`src/hw/rtl/usb_fifo_slot_allocator_core_macros.svh`:
```
// Assertion helpers for the slot allocator. Each macro expands to one labeled
// concurrent assertion clocked on clk and disabled while rst_n is low.
`ifndef USB_FIFO_SLOT_ALLOCATOR_CORE_MACROS_SVH
`define USB_FIFO_SLOT_ALLOCATOR_CORE_MACROS_SVH

// The consequent must hold in the same cycle as the antecedent.
`define USBFSA_ASSERT_SAME(label, ante, cons) \
    label: assert property (@(posedge clk) disable iff (!rst_n) (ante) |-> (cons)) \
        else $error("slot allocator assertion failed");

// The consequent must hold in the cycle after the antecedent.
`define USBFSA_ASSERT_NEXT(label, ante, cons) \
    label: assert property (@(posedge clk) disable iff (!rst_n) (ante) |=> (cons)) \
        else $error("slot allocator assertion failed");

`endif

```
`src/hw/rtl/usbfsa_pkg.sv`:
```
package usbfsa_pkg;

    // Request modes.
    localparam logic MODE_ALLOC = 1'b0;
    localparam logic MODE_FREE  = 1'b1;

    // RAM layout in 8-byte units.
    localparam int unsigned EP0_UNITS   = 16;
    localparam int unsigned SMALL_UNITS = 8;
    localparam int unsigned LARGE_UNITS = 32;

    // Slot sizes in bytes, used to classify allocate requests.
    localparam logic [10:0] SMALL_MAX_BYTES = 11'd64;
    localparam logic [10:0] LARGE_MAX_BYTES = 11'd256;

    typedef enum logic [1:0] {
        STATUS_OK       = 2'd0,
        STATUS_NO_SPACE = 2'd1,
        STATUS_BAD_ADDR = 2'd2
    } status_t;

    typedef struct packed {
        logic        mode;
        logic [10:0] packet_size;
        logic [11:0] fifo_address;
    } req_t;

    typedef struct packed {
        logic [11:0] slot_address;
        status_t     status;
    } rsp_t;

endpackage

```
`src/hw/rtl/usbfsa_stream_if.sv`:
```
interface usbfsa_stream_if #(
    parameter type payload_t = logic
);
    logic     valid;
    logic     ready;
    payload_t data;

    modport source (output valid, output data, input ready);
    modport sink (input valid, input data, output ready);
endinterface

```
`src/hw/rtl/usbfsa_lowest_free.sv`:
```
module usbfsa_lowest_free #(
    parameter int unsigned N = 2
) (
    input  logic [N-1:0]                      busy,
    output logic                              found,
    output logic [(N > 1 ? $clog2(N) : 1)-1:0] idx
);

    localparam int unsigned IW = (N > 1) ? $clog2(N) : 1;

    logic [N-1:0] grant;

    // Lowest clear bit: the carry of busy + 1 stops at the first zero.
    assign grant = ~busy & (busy + N'(1));
    assign found = |grant;

    always_comb
    begin
        idx = '0;
        for (int i = 0; i < N; i++)
        begin
            if (grant[i])
            begin
                idx = idx | IW'(i);
            end
        end
    end

endmodule

```
`src/hw/rtl/usb_fifo_slot_allocator_core.sv`:
```
// Endpoint FIFO slot allocator for USB controller buffer RAM.
// The RAM holds a 128-byte endpoint-0 area, then SMALL_SLOTS 64-byte slots,
// then LARGE_SLOTS 256-byte slots; all addresses are in 8-byte units.
// Requests arrive on the req channel (mode, packet_size, fifo_address) and
// each one produces exactly one item on the rsp channel (slot_address,
// status). An allocate takes the lowest free small slot for sizes up to 64,
// falling back to the large pool, or the lowest free large slot for sizes up
// to 256. A free clears the busy bit of the slot containing the address.
// An accepted item is captured in the input register and moves on to the
// result register, which drives rsp, once that register is empty or drained.
// Throughput is one item per cycle while the receiver does not stall, set by
// the busy bitmap update, which is combinational and registered with each
// result so each request sees the masks left by the one before it.
// When the receiver stalls, the result register holds and the input register
// fills; req.ready drops only when both are occupied, so no item is lost.
// Reset marks every slot free and empties both registers; no clearing pass
// is needed.
`include "usb_fifo_slot_allocator_core_macros.svh"

module usb_fifo_slot_allocator_core #(
    parameter int unsigned SMALL_SLOTS = 2,
    parameter int unsigned LARGE_SLOTS = 3
) (
    input  logic            clk,
    input  logic            rst_n,
    usbfsa_stream_if.sink   req,
    usbfsa_stream_if.source rsp
);

    localparam int unsigned SIDX_W = (SMALL_SLOTS > 1) ? $clog2(SMALL_SLOTS) : 1;
    localparam int unsigned LIDX_W = (LARGE_SLOTS > 1) ? $clog2(LARGE_SLOTS) : 1;

    // First unit past the small pool, which is also the large pool base.
    localparam int unsigned LARGE_BASE = usbfsa_pkg::EP0_UNITS
                                         + usbfsa_pkg::SMALL_UNITS * SMALL_SLOTS;
    localparam int unsigned LARGE_SPAN = usbfsa_pkg::LARGE_UNITS * LARGE_SLOTS;

    // Pipeline registers.
    logic               in_valid_reg;
    usbfsa_pkg::req_t   in_data_reg;
    logic               out_valid_reg;
    usbfsa_pkg::rsp_t   out_data_reg;

    // Busy bitmaps.
    logic [SMALL_SLOTS-1:0] small_busy_reg;
    logic [SMALL_SLOTS-1:0] small_busy_next;
    logic [LARGE_SLOTS-1:0] large_busy_reg;
    logic [LARGE_SLOTS-1:0] large_busy_next;

    usbfsa_pkg::rsp_t   out_data_next;

    logic               advance;
    logic               fire;

    logic               small_found;
    logic [SIDX_W-1:0]  small_idx;
    logic               large_found;
    logic [LIDX_W-1:0]  large_idx;

    logic [11:0]        small_diff;
    logic [11:0]        large_diff;
    logic               in_small_pool;
    logic               in_large_pool;
    logic [SIDX_W-1:0]  free_small_idx;
    logic [LIDX_W-1:0]  free_large_idx;

    // The result register can take a new value when it is empty or drained.
    assign advance   = !out_valid_reg || rsp.ready;
    assign fire      = in_valid_reg && advance;
    assign req.ready = !in_valid_reg || advance;

    assign rsp.valid = out_valid_reg;
    assign rsp.data  = out_data_reg;

    usbfsa_lowest_free #(
        .N (SMALL_SLOTS)
    ) u_small_enc (
        .busy  (small_busy_reg),
        .found (small_found),
        .idx   (small_idx)
    );

    usbfsa_lowest_free #(
        .N (LARGE_SLOTS)
    ) u_large_enc (
        .busy  (large_busy_reg),
        .found (large_found),
        .idx   (large_idx)
    );

    // Free-address decode. Addresses inside a slot map to that slot.
    assign small_diff     = in_data_reg.fifo_address - 12'(usbfsa_pkg::EP0_UNITS);
    assign large_diff     = in_data_reg.fifo_address - 12'(LARGE_BASE);
    assign in_small_pool  = (in_data_reg.fifo_address >= 12'(usbfsa_pkg::EP0_UNITS))
                            && (in_data_reg.fifo_address < 12'(LARGE_BASE));
    assign in_large_pool  = (in_data_reg.fifo_address >= 12'(LARGE_BASE))
                            && (large_diff < 12'(LARGE_SPAN));
    assign free_small_idx = small_diff[3 +: SIDX_W];
    assign free_large_idx = large_diff[5 +: LIDX_W];

    always_comb
    begin
        small_busy_next            = small_busy_reg;
        large_busy_next            = large_busy_reg;
        out_data_next.slot_address = '0;
        out_data_next.status       = usbfsa_pkg::STATUS_OK;

        if (in_data_reg.mode == usbfsa_pkg::MODE_ALLOC)
        begin
            priority if (in_data_reg.packet_size > usbfsa_pkg::LARGE_MAX_BYTES)
            begin
                out_data_next.status = usbfsa_pkg::STATUS_NO_SPACE;
            end
            else if ((in_data_reg.packet_size <= usbfsa_pkg::SMALL_MAX_BYTES)
                     && small_found)
            begin
                small_busy_next[small_idx] = 1'b1;
                out_data_next.slot_address = 12'(usbfsa_pkg::EP0_UNITS)
                                             + (12'(small_idx) << 3);
            end
            else if (large_found)
            begin
                large_busy_next[large_idx] = 1'b1;
                out_data_next.slot_address = 12'(LARGE_BASE) + (12'(large_idx) << 5);
            end
            else
            begin
                out_data_next.status = usbfsa_pkg::STATUS_NO_SPACE;
            end
        end
        else
        begin
            priority if (in_small_pool)
            begin
                small_busy_next[free_small_idx] = 1'b0;
            end
            else if (in_large_pool)
            begin
                large_busy_next[free_large_idx] = 1'b0;
            end
            else
            begin
                out_data_next.status = usbfsa_pkg::STATUS_BAD_ADDR;
            end
        end
    end

    // Control state and bitmaps.
    always_ff @(posedge clk or negedge rst_n)
    begin
        if (!rst_n)
        begin
            in_valid_reg   <= 1'b0;
            out_valid_reg  <= 1'b0;
            small_busy_reg <= '0;
            large_busy_reg <= '0;
        end
        else
        begin
            if (req.ready)
            begin
                in_valid_reg <= req.valid;
            end
            if (advance)
            begin
                out_valid_reg <= in_valid_reg;
            end
            if (fire)
            begin
                small_busy_reg <= small_busy_next;
                large_busy_reg <= large_busy_next;
            end
        end
    end

    // Payload registers.
    always_ff @(posedge clk)
    begin
        if (req.valid && req.ready)
        begin
            in_data_reg <= req.data;
        end
        if (fire)
        begin
            out_data_reg <= out_data_next;
        end
    end

    // A failed request never reports an address.
    `USBFSA_ASSERT_SAME(a_fail_zero_addr,
        out_valid_reg && (out_data_reg.status != usbfsa_pkg::STATUS_OK),
        out_data_reg.slot_address == 12'd0)

    // While the result waits, no request is processed and the bitmaps hold.
    `USBFSA_ASSERT_NEXT(a_stall_holds_busy,
        out_valid_reg && !rsp.ready,
        $stable(small_busy_reg) && $stable(large_busy_reg))

    // A free request only ever clears busy bits.
    `USBFSA_ASSERT_NEXT(a_free_never_sets,
        fire && (in_data_reg.mode == usbfsa_pkg::MODE_FREE),
        ((small_busy_reg & ~$past(small_busy_reg)) == '0)
        && ((large_busy_reg & ~$past(large_busy_reg)) == '0))

endmodule
```
`src/flat_wrapper.sv`:
```
// flat-port wrapper written by rule: the top's interface ports become plain ports
module usb_fifo_slot_allocator_core_flat 
#(
    parameter int unsigned SMALL_SLOTS = 2,
    parameter int unsigned LARGE_SLOTS = 3
)
  (clk, rst_n, req_valid, req_data, req_ready, rsp_valid, rsp_data, rsp_ready);
  usbfsa_stream_if req_i ();
  usbfsa_stream_if rsp_i ();
  input  logic clk;
  input  logic rst_n;
  input wire logic [$bits(req_i.valid)-1:0] req_valid;
  input wire logic [$bits(req_i.data)-1:0] req_data;
  output wire logic [$bits(req_i.ready)-1:0] req_ready;
  output wire logic [$bits(rsp_i.valid)-1:0] rsp_valid;
  output wire logic [$bits(rsp_i.data)-1:0] rsp_data;
  input wire logic [$bits(rsp_i.ready)-1:0] rsp_ready;
  assign req_i.valid = req_valid;
  assign req_i.data = req_data;
  assign req_ready = req_i.ready;
  assign rsp_valid = rsp_i.valid;
  assign rsp_data = rsp_i.data;
  assign rsp_i.ready = rsp_ready;
  usb_fifo_slot_allocator_core #(.SMALL_SLOTS(SMALL_SLOTS), .LARGE_SLOTS(LARGE_SLOTS)) u_core (.clk(clk), .rst_n(rst_n), .req(req_i), .rsp(rsp_i));
endmodule
```
`config.mk`:
```
export PLATFORM = sky130hd
export DESIGN_NAME = usb_fifo_slot_allocator_core_flat
export DESIGN_NICKNAME = d
export VERILOG_FILES = /design/src/hw/rtl/usbfsa_pkg.sv /design/src/hw/rtl/usbfsa_stream_if.sv /design/src/hw/rtl/usbfsa_lowest_free.sv /design/src/hw/rtl/usb_fifo_slot_allocator_core.sv /design/src/flat_wrapper.sv
export VERILOG_INCLUDE_DIRS = /design/src /design/src/hw/rtl
export SDC_FILE = /design/constraint.sdc
export NUM_CORES = 1
export LEC_CHECK = 0
export ABC_AREA = 1
export BUFFER_PORTS_ARGS = -buffer_cell sky130_fd_sc_hd__buf_2
export CORE_AREA = 4 4 41 43
export DETAILED_ROUTE_END_ITERATION = 8
export DIE_AREA = 0 0 45 47
export SYNTH_ARGS = -nofsm -noshare
export SYNTH_HDL_FRONTEND = slang
export SYNTH_SLANG_ARGS = --single-unit
export TNS_END_PERCENT = 50
```
`constraint.sdc`:
```
create_clock -name clk -period 1 [get_ports clk]
set_input_delay 0.15 -clock clk [delete_from_list [all_inputs] [get_ports clk]]
set_output_delay 0.15 -clock clk [all_outputs]
set_load 0.01 [all_outputs]
```
* Word-level counts from Yosys, hierarchy flattened
Cells that the tools add are included.
** Storage, ports and cells
- Bits in read-only memories :: 0
- Bits in registers :: 8
- Memories kept :: 0
- RAM bits :: 0
- Latch bits :: 0
** Cells by class
- Equal/unequal tests :: 0
- Add/sub/neg operators :: 2
- Divide/modulo/power cells :: 0
- Bitwise operators :: 7
- Order comparisons :: 4
- Shift operators :: 0
- Reduce and logical (&&, ||, !) cells :: 11
- Multiply operators :: 0
- Multiplexer cells :: 11
** Operators with widths (number)
- $mux W3 :: 2
- $mux W1 :: 5
- $mux W2 :: 2
- $add A3 B1 Y3 const B :: 1
- $and A3 B3 Y3 :: 1
- $logic_and A1 B1 Y1 :: 3
- $lt A2 B3 Y1 const B :: 1
- $not A3 Y3 :: 1
- $or A3 B3 Y3 :: 1
- $reduce_and A3 Y1 :: 1
- $reduce_or A3 Y1 :: 1
- $add A2 B1 Y2 const B :: 1
- $and A2 B2 Y2 :: 1
- $demux W1 S2 :: 1
- $ge A2 B1 Y1 const B :: 1
- $logic_not A1 Y1 :: 2
- $logic_or A1 B1 Y1 :: 2
- $lt A1 B2 Y1 const B :: 1
- $not A2 Y2 :: 1
- $or A2 B2 Y2 :: 1
- $reduce_and A2 Y1 :: 1
- $reduce_or A2 Y1 :: 1
- $demux W1 S1 :: 1
- $ge A1 B1 Y1 const B :: 1
- $not A1 Y1 :: 1

* Longest topological paths before layout
Gate-level depths: netlist of the first run.
- Depth after elaboration :: 11
- Depth in mapped cells :: 4
- Mapped depth without buffers :: 4

* Modules after synthesis
Synthesis of the first run repeated with hierarchy kept, for this count alone.
** Second synthesis, totals
- Cell total of the unflattened synthesis :: 48
- Area, all modules :: 381.6 sq um
** Modules (own cells, without submodules)
- usb_fifo_slot_allocator_core :: instances 1, seq. area each 205.2 sq um, cells an instance 40, area each 345.3 sq um
- usbfsa_lowest_free (u_core.u_large_enc) :: instances 1, seq. area each 0.0 sq um, cells an instance 5, area each 22.5 sq um
- usbfsa_lowest_free (u_core.u_small_enc) :: instances 1, seq. area each 0.0 sq um, cells an instance 3, area each 13.8 sq um

* Worst setup path before layout of the first run
Ideal clock, no wire load.
- Path kind :: register -> register
- Start point :: register u_core.out_valid_reg (netlist: u_core.rsp.valid)
- End point :: register u_core.out_data_reg (netlist bit u_core.rsp.data), enable pin
- Setup time :: 0.290 ns
- Clock period less this slack :: 0.946 ns
- Cell stages (with the launch flop) :: 4
- Data required time :: 0.710 ns
- Arrival time :: 0.656 ns
- Slack :: 0.054 ns
- Path through :: dfrtp_1 -> nand2_2 -> nand2_4 -> inv_1
** Between the ends
- Longest elaborated chain between the ends :: 3
** Ends and longest elaborated chain
- start: declaration :: line usb_fifo_slot_allocator_core.sv:41 : logic out_valid_reg;
- start signal: assignment :: line usb_fifo_slot_allocator_core.sv:166 : out_valid_reg <= in_valid_reg;
- $logic_not A1 Y1 :: line usb_fifo_slot_allocator_core.sv:68 : assign advance = !out_valid_reg || rsp.ready;
- $logic_or A1 B1 Y1 :: line usb_fifo_slot_allocator_core.sv:68
- $logic_and A1 B1 Y1 :: line usb_fifo_slot_allocator_core.sv:69 : assign fire = in_valid_reg && advance;
- via u_core.fire :: line usb_fifo_slot_allocator_core.sv:53 : logic fire;
- end signal: assignment :: line usb_fifo_slot_allocator_core.sv:185 : out_data_reg <= out_data_next;
- end: declaration :: line usb_fifo_slot_allocator_core.sv:42 : usbfsa_pkg::rsp_t out_data_reg;
The timed path passes the listed nets, and every way through them passes these cells.
A chain may end at the register's enable or synchronous reset.

* Worst setup path after layout of the first run
- Start point :: register u_core.out_valid_reg (netlist: u_core.rsp.valid)
- End point :: output port req_ready
** Between the ends
- Longest elaborated chain between the ends :: 3
** Ends and longest elaborated chain
- $logic_not A1 Y1 :: line usb_fifo_slot_allocator_core.sv:68
- $logic_or A1 B1 Y1 :: line usb_fifo_slot_allocator_core.sv:68
- $logic_or A1 B1 Y1 :: line usb_fifo_slot_allocator_core.sv:70 : assign req.ready = !in_valid_reg || advance;
- end: declaration :: line flat_wrapper.sv:14 : output wire logic [$bits(req_i.ready)-1:0] req_ready;
Every way passes these cells.

==> results.toml, run 1 <==
[placement]
gp_congestion = 0.656
postPlaceCellArea_um2 = 388
place_ws_ns = 0.0954
hpwl_um = 381
portBuffers = 6

[grt]
globalRouteTotalUtil = 0.0688
grt_pass1_vias = 230
antenna_found_initial = 0
grt_start_max_net_pins = 8
grt_pass1_wl_um = 945
grt-ovfl-total = 0

[power_and_ir_drop]
power.total_uw = 784
p_leak_nw = 0.233
power_density_nw_per_um2 = 1740
ir_drop_mv = 0.664

[flow_run]
max-cap-violations = 0

[setup_path]
r2r_cells = 3
cp_max_fo = 3
crit_type = "flip-flop to output port"
required_ns = 0.85
rr_endpoint = "u_core.rsp.data"
arrival_ns = 0.86
cp-end-kind = "output port"
start_kind = "flip-flop"
reg2reg_from = "u_core.rsp.valid"
r2r_slack_ns = 0.09

[route]
wire_per_inst_um = 8.73
viasPerCell = 3.97
vias = 246
drc = 0
firstDrtPassIters = 4
ant_nets = 0
wl_um = 541
drt-initial-drc-count = 10

[synth]
synth-edff-count = 1
synth_flop_cell = "dfrtp_1"
synth_top_cell_by_area = "dfrtp_1"
syn_nets = 38
async_flop_share = 0.875
syn_avg_cell_area_um2 = 10.0
syn_area_um2 = 332
syn_inst = 33
synthTopCellsByCount = "8 x nand2_1, 7 x dfrtp_1, 7 x inv_1"
synth.distinct_cells = 11
synth_seq_cells = 8
yosysTopAreaCellShare = 0.528
synth.most_common_cell = "nand2_1"
yosys-top-cells-area = "dfrtp_1 53%, edfxtp_1 9.1%, nand2_1 9.1%"
ys_seq_area_frac = 0.619
ys_warn_count = 0

[die]
core_um2 = 1300
rows = 13
die_h_um = 47
start_util = 0.255
io_pins = 8
die_w_um = 45
dieArea_um2 = 2120

[cts]
htree_levels = 1
root_buffer = "clkbuf_4"
cts_tree = "yes"
cts_buffers = 3
clkTransAtPathRegs_ns = 0.05
clk_latency_ns = 0.26
clock_sinks = 8
clockBufferDepth = 2

[finish]
largest_reg_flops = 3
antenna_cells = 0
design_area_um2 = 450
layout-drive-gt1-share = 0.383
syn2layout_area_growth_pct = 35.8
finalNetCount = 53

[sta]
fmaxAchievable_mhz = 993
setup_slack_ns = -0.00695
finalHoldViolations = 0
skew_ns = 0.0103
finalSetupTns_ns = -0.00695
setup_viol = 1
drv_slew = 0
period_needed_ns = 1.01
worstMarginPinSlew_ns = 0.154
rsz0062_at_grt = "true"
relSlewSlack = 0.897
finalCritPeriodShare = 1.01

[hold_path]
hold_end = "u_core.in_valid_reg"
hold_path.class = "input port to flip-flop"
hold_depth = 3
hold_path.startpoint = "req_valid"

[outcome]
outcome = "finished, violations left"
violations = "setup timing"
-- final cells by class --
| cell class | count | area [um^2] |
|---|---|---|
| Tap cell | 15 | 18.8 |
| Clock buffer | 4 | 26.3 |
| Timing Repair Buffer | 10 | 68.8 |
| Inverter | 8 | 30.0 |
| Multi-Input combinational cell | 17 | 101 |
| Fill cell | 137 | 851 |
| Sequential cell | 8 | 205 |
-- timing repair --
item	CTS	global route
hold buffers	1	0
hold endpoints to repair	7	0
endpoints found under the setup margin	1	1
pin swaps	1	0
setup buffers	2	0
gates resized for setup	2	0
-- worst max-delay path, cell delays in order, from the launching register on --
cell and delay [ns]:
dfrtp_1 0.38, nand3_2 0.09, buf_6 0.13
-- cells in the final DEF (no fill, tap or decap) --
master	n
inv_1	7
edfxtp_1	1
buf_2	5
nor2_1	1
nand3_2	1
nand2_1	8
inv_2	1
nand2_4	1
buf_4	3
nand3_1	1
clkbuf_1	1
clkbuf_4	3
dlygate4sd3_1	1
nand4_1	2
buf_6	1
o21bai_2	2
nand2_2	1
dfrtp_1	7
-- worst max-delay path by stage --
stage	start	end	slack (ns)	depth (start not counted)
after floorplan	u_core.rsp.valid	u_core.rsp.data	0.05	3
after global placement	u_core.rsp.valid	u_core.rsp.data	0.1	3
after detailed placement	u_core.rsp.valid	u_core.rsp.data	0.1	3
after CTS	u_core.rsp.valid	req_ready	-0.02	2
after global routing	u_core.rsp.valid	req_ready	-0.07	2
final	u_core.rsp.valid	req_ready	-0.007	2
-- power breakdown --
part	internal (mW)	total, mW	switching (mW)
Clock	0.153	0.268	0.115
Sequential	0.359	0.379	0.0201
Combinational	0.0682	0.137	0.0690
Total	0.580	0.784	0.204
-- kinds of logic (layout without fill, tap and decap cells) --
group           after synthesis  count (layout)  share of synthesized area
compound gates                2               2                     0.0679
buf+inv                       8              22                     0.0906
flops                         8               8                      0.619
simple gates                 15              15                      0.223
-- through the flow --
stage / hold slack (ns) / std cells / utilization
after floorplan: -0.146 / 33 / -
after global placement: -0.00669 / 55 / 0.298
after detailed placement: -0.0110 / 55 / 0.298
after CTS: 0.0717 / 62 / 0.346
after global routing: 0.0788 / 62 / 0.346
final: 0.0850 / 62 / 0.346
-- metal layers --
layer	GRT usage	vias to the layer above	share of wire
li1	-	127	-
met1	0.0849	110	0.52
met2	0.0819	9	0.40
met3	0.0575	0	0.078
met4	0.0351	0	0
met5	0	-	0
Power figures use the tool's default switching activity.
==> run 2, diff against run 1 <==
Settings changed: HOLD_SLACK_MARGIN set to 0.06, SKIP_CTS_REPAIR_TIMING set to 1.
==> run 2 against run 1 <==
Effect of this change: the flow still finishes with violations (setup timing); combinational power is 5% lower; clock power barely moved; largest power group unchanged; non-clock buffer count down 1; sequential share of layout area up 0.92 points; utilization decreased by 0.48 points; clock-buffer cell count unchanged; highest routed layer unchanged; die area unchanged; routed wire length is 0.74% higher.
==> results.toml, run 2 (same netlist as run 1, synthesis figures left out) <==
[placement]
gp_congestion = 0.656
portBuffers = 6
postPlaceCellArea_um2 = 388
hpwl_um = 381

[die]
die_h_um = 47
core_um2 = 1300
dieArea_um2 = 2120
io_pins = 8
start_util = 0.255
rows = 13
die_w_um = 45

[grt]
globalRouteTotalUtil = 0.0656
grt_start_max_net_pins = 8
grt_pass1_vias = 212
grt_pass1_wl_um = 897
grt-ovfl-total = 0
antenna_found_initial = 0

[cts]
cts_tree = "yes"
clkTransAtPathRegs_ns = 0.05
htree_levels = 1
cts_buffers = 3
clk_latency_ns = 0.26
clock_sinks = 8
root_buffer = "clkbuf_4"
clockBufferDepth = 2

[route]
vias = 245
wire_per_inst_um = 8.93
drt-initial-drc-count = 10
drc = 0
viasPerCell = 4.02
firstDrtPassIters = 4
wl_um = 545
ant_nets = 0

[sta]
relSlewSlack = 0.897
finalSetupTns_ns = -0.0235
rsz0062_at_grt = "true"
period_needed_ns = 1.02
skew_ns = 0.0101
whs_ns = 0.0851
finalHoldViolations = 0
setup_slack_ns = -0.0235
setup_viol = 1
drv_slew = 0
worstMarginPinSlew_ns = 0.154
fmaxAchievable_mhz = 977
finalCritPeriodShare = 1.02

[setup_path]
worst-path-buf-inv = 1
crit_type = "flip-flop to output port"
cp_max_fo = 3
reg2reg_from = "u_core.rsp.valid"
r2r_slack_ns = 0.09
cpLargestDelayFamily = "flip-flops"
path_cells = "nand3_2 -> buf_6"
cpPeakStageDelay_ns = 0.43
r2r_cells = 3
arrival_ns = 0.87
cp-end-kind = "output port"
crit_slowest_cell = "dfrtp_2"
start_kind = "flip-flop"
required_ns = 0.85
rr_endpoint = "u_core.rsp.data"

[finish]
final_cell_mix = "8 x nand2_1, 7 x inv_1, 6 x dfrtp_1"
finalNetCount = 52
largest_reg_flops = 3
design_area_um2 = 444
fill_cells = 141
layout-drive-gt1-share = 0.391
final_core_util = 0.341
syn2layout_area_growth_pct = 34.0
antenna_cells = 0
layout_commonest_cell = "nand2_1"

[power_and_ir_drop]
power_density_nw_per_um2 = 1760
p_leak_nw = 0.228
ir_drop_mv = 0.664
power.total_uw = 780

[outcome]
violations = "setup timing"
outcome = "finished, violations left"

[hold_path]
hold_path.startpoint = "req_valid"
hold_end = "u_core.in_valid_reg"
hold_path.class = "input port to flip-flop"
hold_depth = 3

[flow_run]
max-cap-violations = 0
-- run 2: where the power goes --
group          internal [mW]  switching, mW  leakage, nW  total, mW
clock                  0.153          0.115       0.0150      0.268
combinational         0.0641         0.0657        0.138      0.130
sequential             0.359         0.0227       0.0744      0.382
total                  0.576          0.204        0.228      0.780
-- run 2: layout make-up --
type / instances / area [um^2] / share of cell area
multi-input combinational: 17 / 101 / 0.228
inverter: 8 / 30.0 / 0.0676
sequential: 8 / 206 / 0.465
clock buffer: 4 / 26.3 / 0.0592
timing repair buffer: 9 / 61.3 / 0.138
tap: 15 / 18.8 / 0.0423
-- run 2: layer usage --
layer / part of all wire / wire [um] / track usage / up-vias
met5: 0 / 0 / 0 / -
met4: 0 / 0 / 0.0351 / 0
met3: 0.088 / 48 / 0.0575 / 0
met2: 0.41 / 223 / 0.0734 / 9
met1: 0.50 / 274 / 0.0825 / 110
li1: - / - / - / 126
-- run 2: metrics by stage --
| step | std cells | setup WS [ns] |
|---|---|---|
| floorplan | 33 | 0.0544 |
| global placement | 55 | 0.0994 |
| detailed placement | 55 | 0.0954 |
| CTS | 59 | -0.110 |
| global route | 61 | -0.0712 |
| finish | 61 | -0.0235 |
-- run 2: worst min-delay path: cells and delay by family --
| family | cells | cell delay [ns] |
|---|---|---|
| and+or+nand+nor | 1 | 0.05 |
| buffers and inverters | 2 | 0.11 |
-- run 2: worst max-delay path by stage --
stage	startpoint	end	slack, ns	cells past startpoint
after floorplan	u_core.rsp.valid	u_core.rsp.data	0.05	3
after global placement	u_core.rsp.valid	u_core.rsp.data	0.1	3
after detailed placement	u_core.rsp.valid	u_core.rsp.data	0.1	3
after CTS	u_core.in_valid_reg	req_ready	-0.11	2
after global routing	u_core.in_valid_reg	req_ready	-0.07	2
final	u_core.in_valid_reg	req_ready	-0.02	2
